===== src/rtl/scbsa_pkg.sv =====
`default_nettype none
package scbsa_pkg;

  localparam int NUM_SIZE_CLASSES_D = 32;
  localparam int SLOTS_PER_CLASS_D  = 4096;
  localparam int HEADER_BYTES_D     = 8;

  localparam int MAX_REQUEST = 8192;
  localparam int WORD_BITS   = 64;
  localparam int CLASS_W     = 5;
  localparam int SLOT_W      = 12;
  localparam int SIZE_W      = 16;
  localparam int OFS_W       = 26;
  localparam int CB_W        = 14;

  typedef enum logic [1:0] {
    ST_OK        = 2'd0,
    ST_FULL      = 2'd1,
    ST_TOO_LARGE = 2'd2
  } status_t;

  typedef enum logic {
    ACT_ALLOC = 1'b0,
    ACT_FREE  = 1'b1
  } action_t;

  typedef struct packed {
    action_t             action;
    logic [SIZE_W-1:0]   request_size;
    logic [CLASS_W-1:0]  free_class;
    logic [SLOT_W-1:0]   free_slot;
  } req_t;

  typedef struct packed {
    status_t             status;
    logic [CLASS_W-1:0]  class_index;
    logic [SLOT_W-1:0]   slot_index;
    logic [OFS_W-1:0]    data_offset;
  } rsp_t;

  // Request to the offset unit: class and full-width slot number.
  typedef struct packed {
    logic [CLASS_W-1:0]  cls;
    logic [OFS_W-1:0]    slot;
  } ofs_req_t;

  localparam logic [CB_W-1:0] CLASS_BYTES [0:31] = '{
    14'd16,   14'd32,   14'd48,   14'd64,   14'd80,   14'd96,   14'd112,  14'd128,
    14'd160,  14'd192,  14'd224,  14'd256,
    14'd320,  14'd384,  14'd448,  14'd512,
    14'd640,  14'd768,  14'd896,  14'd1024,
    14'd1280, 14'd1536, 14'd1792, 14'd2048,
    14'd2560, 14'd3072, 14'd3584, 14'd4096,
    14'd5120, 14'd6144, 14'd7168, 14'd8192
  };

  // Round up to whole granules, then count the classes that are too small.
  function automatic logic [CLASS_W-1:0] class_of_size(input logic [SIZE_W-1:0] size);
    logic [SIZE_W:0]    need;
    logic [CLASS_W-1:0] cls;
    need = (17'(size) + 17'd15) & ~17'd15;
    cls  = '0;
    for (int i = 0; i < 31; i++) begin
      if (17'(CLASS_BYTES[i]) < need) begin
        cls = cls + 5'd1;
      end
    end
    return cls;
  endfunction

  function automatic logic [5:0] lowest_set(input logic [WORD_BITS-1:0] w);
    logic [5:0] idx;
    idx = '0;
    for (int i = WORD_BITS - 1; i >= 0; i--) begin
      if (w[i]) begin
        idx = 6'(i);
      end
    end
    return idx;
  endfunction

endpackage
`default_nettype wire


===== src/rtl/scbsa_offset.sv =====
`default_nettype none
module scbsa_offset #(
  parameter int HEADER_BYTES = scbsa_pkg::HEADER_BYTES_D
) (
  input  wire logic                        clk,
  input  wire logic                        rst,
  input  wire logic                        start,
  input  wire scbsa_pkg::ofs_req_t         req,
  output logic                             done,
  output logic [scbsa_pkg::OFS_W-1:0]      offset
);
  import scbsa_pkg::*;

  localparam logic [OFS_W-1:0] HDR = OFS_W'(HEADER_BYTES);

  logic [OFS_W-1:0] stride;
  logic [OFS_W-1:0] prod;
  logic             prod_vld;

  // Slot stride is class size plus header; only the low 26 bits matter.
  assign stride = OFS_W'(CLASS_BYTES[req.cls]) + HDR;

  always_ff @(posedge clk) begin
    if (rst) begin
      prod_vld <= 1'b0;
      done     <= 1'b0;
    end else begin
      prod_vld <= start;
      done     <= prod_vld;
    end
  end

  always_ff @(posedge clk) begin
    if (start) begin
      prod <= OFS_W'(req.slot * stride);
    end
    if (prod_vld) begin
      offset <= prod + HDR;
    end
  end

endmodule
`default_nettype wire


===== config.mk =====
export PLATFORM = sky130hd
export DESIGN_NAME = scbsa_offset
export DESIGN_NICKNAME = d
export VERILOG_FILES = /design/src/rtl/scbsa_pkg.sv /design/src/rtl/scbsa_offset.sv
export SDC_FILE = /design/constraint.sdc
export NUM_CORES = 1
export LEC_CHECK = 0
export BUFFER_PORTS_ARGS = -buffer_cell sky130_fd_sc_hd__buf_2
export CAP_MARGIN = 30
export CORE_MARGIN = 3
export CORE_UTILIZATION = 30
export CTS_CLUSTER_SIZE = 24
export DETAILED_ROUTE_END_ITERATION = 8
export MAX_ROUTING_LAYER = met4
export PLACE_DENSITY = 0.56
export SLEW_MARGIN = 25
export SYNTH_ARGS = -nofsm -noshare
export SYNTH_HDL_FRONTEND = slang
export SYNTH_SLANG_ARGS = --single-unit

===== constraint.sdc =====
create_clock -name clk -period 19.6 [get_ports clk]
set_clock_uncertainty 0.05 [all_clocks]
set_input_delay 3.92 -clock clk [delete_from_list [all_inputs] [get_ports clk]]
set_output_delay 3.92 -clock clk [all_outputs]
set_load 0.02 [all_outputs]

### Word level (Yosys, flattened, before mapping)

Memories as Yosys holds them, arrays and structs flattened.
Cells that the tools add are included.

| word-level totals | value |
|---|---|
| flip-flop bits (word level) | 54 |
| memory bits (read-only) | 448 |
| input bits | 34 |
| output and inout bits | 27 |
| memories | 1 |

| operators by class | value |
|---|---|
| add/sub/neg operators | 2 |
| multiply operators | 1 |
| magnitude comparators | 1 |
| muxes and demuxes | 2 |
| bitwise gates (word level) | 1 |

Memories:

| memory | depth | width | rd ports | clocked after memory_dff | wr ports | line | RTL |
|---|---|---|---|---|---|---|---|
| (name not given) | 32 | 14 | 1 | 0 | 0 | scbsa_offset.sv:21 | `assign stride = OFS_W'(CLASS_BYTES[req.cls]) + HDR;` |

Operators by type and width:

| kind | count |
|---|---|
| two-way mux 14 bit | 2 |
| adder 26 x 4 -> 26 bit (second input constant) | 1 |
| multiplier 26 x 15 -> 26 bit | 1 |
| adder 14 x 4 -> 15 bit (second input constant) | 1 |
| greater-or-equal comparator 6 bit (second input constant) | 1 |
| inverter 5 -> 6 bit | 1 |

### Depth between registers and ports, before layout

| depth | value |
|---|---|
| depth in word-level cells | 6 |
| mapped depth | 25 |
| depth with buffers taken out | 24 |

### Worst setup path before layout

OpenSTA, ideal clock, no wires.

| timing | value |
|---|---|
| kind | input-to-reg |
| from | input req[26] in the netlist's numbering |
| to | register prod[25] (data pin) |
| library setup time | 0.266 ns |
| arrival | 9.943 ns |
| data required time | 19.284 ns |
| path slack | 9.341 ns |
| stages | 22 |
| path buffers | 1 |
| cells stage by stage | ha_1 inv_1 mux4_2 and2b_1 clkbuf_1 nand2_1 fa_1 inv_1 fa_1 fa_1 fa_1 inv_1 fa_1 inv_1 ha_1 ha_1 a21oi_1 inv_1 a2111oi_0 a211oi_1 o41ai_1 xnor2_1 |

| on the way | value |
|---|---|
| cells in the longest elaborated chain, start to end | 6 |

RTL lines:

| what | line | RTL |
|---|---|---|
| start, declared | scbsa_offset.sv:8 | `input wire scbsa_pkg::ofs_req_t req,` |
| inverter 5 -> 6 bit (not written as such) | scbsa_offset.sv:21 |  |
| memory read (32 x 14 bit) | -- |  |
| two-way mux 14 bit (not written as such) (2 in a row) | scbsa_offset.sv:21 |  |
| adder 14 x 4 -> 15 bit | scbsa_offset.sv:21 |  |
| multiplier 26 x 15 -> 26 bit | scbsa_offset.sv:35 | `prod <= OFS_W'(req.slot * stride);` |
| end signal, assigned | scbsa_offset.sv:35 |  |
| end, declared | scbsa_offset.sv:17 | `logic [OFS_W-1:0] prod;` |

Every way passes these cells. The select of a mux whose other input is x is not followed.
A chain may end at the register's enable or synchronous reset.

### Worst setup path after layout

Same ends and word-level chain as after synthesis.

==> flow_summary.ini <==
[flow_run]
maxCapViolCount = 0

[synthesis]
synth_flop_cell = edfxtp_1
synth_top_family_by_area = adder cells
avgSynthCellArea_um2 = 9.784
netlist_area_um2 = 8140
synthMuxAreaShare_pct = 0.3996
yosysSeqAreaShare_pct = 17.46
synth_cell_types = 53
synth_adder_area_share_pct = 47.31
syn_inst = 832
synth_edf_count = 46
yosys.area_share.simple_pct = 14.56
synth-seq-cells = 48
synthXorXnorAreaFrac_pct = 5.933
synth_compound_area_share_pct = 4.089
async_reset_ff_share_pct = 0
ys_warn_count = 0

[place]
dpl.cell_count = 1193
port_buffers = 54
pre_cts_slack_ps = 8571
dpl_cell_area_um2 = 8727
gp_congestion = 0.7955
dp_hpwl_um = 13460

[sta]
tns_ps = 0
hold_ws_ps = 496.1
setup_ws_ps = 8891
rsz0062_at_grt = false
fmax_mhz = 93.38
fin_crit_ps = 10710
finalSetupViolCount = 0
period_share_pct = 54.64
timing_hold_violations_final = 0
slew-limit-headroom_pct = 37.32
tightest_slew_ps = 940.1
drv_slew = 0

[clocking]
htreeDepth = 2
clk_path_buf_depth = 2
cts_setup_buffers = 0
clock-sinks = 48
cts_root_buf = clkbuf_16
cts_tree = built
clk_latency_ps = 280
cts_made_buffers = 5
path_clk_slew_ps = 60
ctsResizeCount = 0
ctsHoldBuffers = 0

[layout]
finalNonFillerCells = 1203
design_area_um2 = 8894
fillers = 2711
area_growth_pct = 9.253
drive_gt1_share_pct = 8.535
layout.nets = 1126
final_util_pct = 33.75

[setup_path]
start_kind = input port
rrSetupSlack_ps = 17440
setup.worst_path.end_class = flip-flop
critPathArrivalTime_ps = 10680
worst-setup-path-type = in -> reg
worstPathRequired_ps = 19570
path_max_fanout = 15

[grt]
grt_max_degree = 25
gr-total-overflow = 0
grt_antenna_before_repair = 1
grtUsageTotal_pct = 12.26
grt_pass1_wl_um = 28030
grt_pass1_vias = 5589

[drt]
first_iter_violations = 160
drc = 0
via_count = 5315
detail_route.wl_per_cell_um = 13.50
ant_nets = 0
drtPass1Iterations = 4
totalWireLength_um = 16240
via_per_inst = 4.418

[floorplan]
io_pins = 61
initial_core_util_pct = 30.89
die_x_um = 170.7
die_h_um = 170.7
num_rows = 59
coreArea_um2 = 26350
dieArea_um2 = 29150

[pwr]
power.total_uw = 891.8
power_density_nw_per_um2 = 100.3
p_leak_nw = 4.266
vdd_drop_max_uv = 61.21

[run_status]
outcome = finished, final reports clean

[hold_path]
hp-class = reg -> reg
-- cell type report --
class	count	area (um^2)	share of cell area, %
tap	335	419.2	4.713
multi-input combinational	571	5908	66.43
sequential	48	1421	15.98
timing repair buffer	59	322.8	3.630
clock buffer	6	128.9	1.449
antenna	1	2.502	0.02814
inverter	182	685.7	7.710
clock inverter	1	5.005	0.05627
-- where the power goes --
group          internal, mW  total (mW)  switching (mW)
clock                0.0462      0.0769          0.0307
sequential            0.177       0.195          0.0182
combinational         0.280       0.620           0.340
-- cell families after synthesis --
family	count (synthesis)
AOI/OAI and AO/OA	47
muxes	2
adders and majority gates	225
xor gates and xnor gates	52
DFF	48
and+or+nand+nor	242
other	1
buffers and inverters	215
-- cells in the final DEF (no fill, tap or decap), types with 2 or more instances in the layout --
cell | synthesis | routed
nand3b_1 | 2 | 2
nand3_1 | 13 | 13
conb_1 | 1 | 3
nor3_1 | 5 | 4
and4_1 | 2 | 2
o21ai_0 | 5 | 5
nor2b_1 | 7 | 7
o31a_1 | 3 | 3
inv_1 | 181 | 181
o21ai_2 | 2 | 2
and3_1 | 8 | 8
a21oi_1 | 10 | 10
xnor2_1 | 39 | 39
fa_1 | 138 | 138
dfxtp_1 | 2 | 2
nand4_1 | 2 | 2
a2111oi_0 | 2 | 2
xor2_1 | 11 | 11
a21o_1 | 7 | 7
edfxtp_1 | 46 | 46
buf_8 | 0 | 2
nor2_1 | 12 | 12
clkbuf_16 | 0 | 5
o21a_1 | 6 | 6
and2_1 | 64 | 64
buf_4 | 3 | 3
buf_2 | 2 | 54
nand2_1 | 118 | 118
xnor3_1 | 2 | 2
nand2b_1 | 3 | 3
ha_1 | 87 | 87
-- metal layers --
| metal | part of all wire (%) | up-vias | global-route usage (%) |
|---|---|---|---|
| li1 | - | 2606 | - |
| met1 | 49 | 2608 | 17.30 |
| met2 | 46 | 90 | 19.37 |
| met3 | 3.5 | 11 | 1.248 |
| met4 | 1.2 | 0 | 2.363 |
| met5 | 0 | - | - |
-- cell usage after synthesis (all sizes together) (3+ instances only) --
library cell  instances  share of area [%]
o31a                  3               0.32
buf                  14               0.91
xor2                 11                1.2
ha                   87                 13
nor2b                 7               0.54
and2                 64                4.9
inv                 182                8.4
xnor2                39                4.2
nor2                 13               0.63
a21o                  7               0.65
clkbuf               19               0.88
nand2               118                5.4
nand2b                3               0.23
fa                  138                 34
nor3                  5               0.31
o21ai                 8               0.58
o21a                  6               0.55
and3                  8               0.61
nand3                13               0.80
a21oi                11               0.72
edfxtp               46                 17
-- final timing paths --
kind         startpoint         end  depth (start not counted)
max             req[26]    prod[25]                         22
min            prod[25]  offset[25]                          1
max reg2reg     prod[5]  offset[20]                          7
min reg2reg    prod[25]  offset[25]                          1
-- worst max-delay path, stage by stage --
cell       delay (ps)
buf_2             140
ha_1              360
inv_1              50
mux4_2            540
and2b_1           580
nand2_1           150
fa_1              520
inv_1              50
fa_1              460
fa_1              520
fa_1              540
inv_1              50
fa_1              520
inv_1              40
ha_1              280
ha_1              370
a21oi_1           220
inv_1              80
a2111oi_0         580
a211oi_1          220
o41ai_1           330
xnor2_1           130
-- registers in the layout, summed over array words and instances (netlist names) --
register / flops
done: 1
offset: 23
prod_vld: 1
prod: 23
Note: power is estimated with default switching activity, not from simulation.
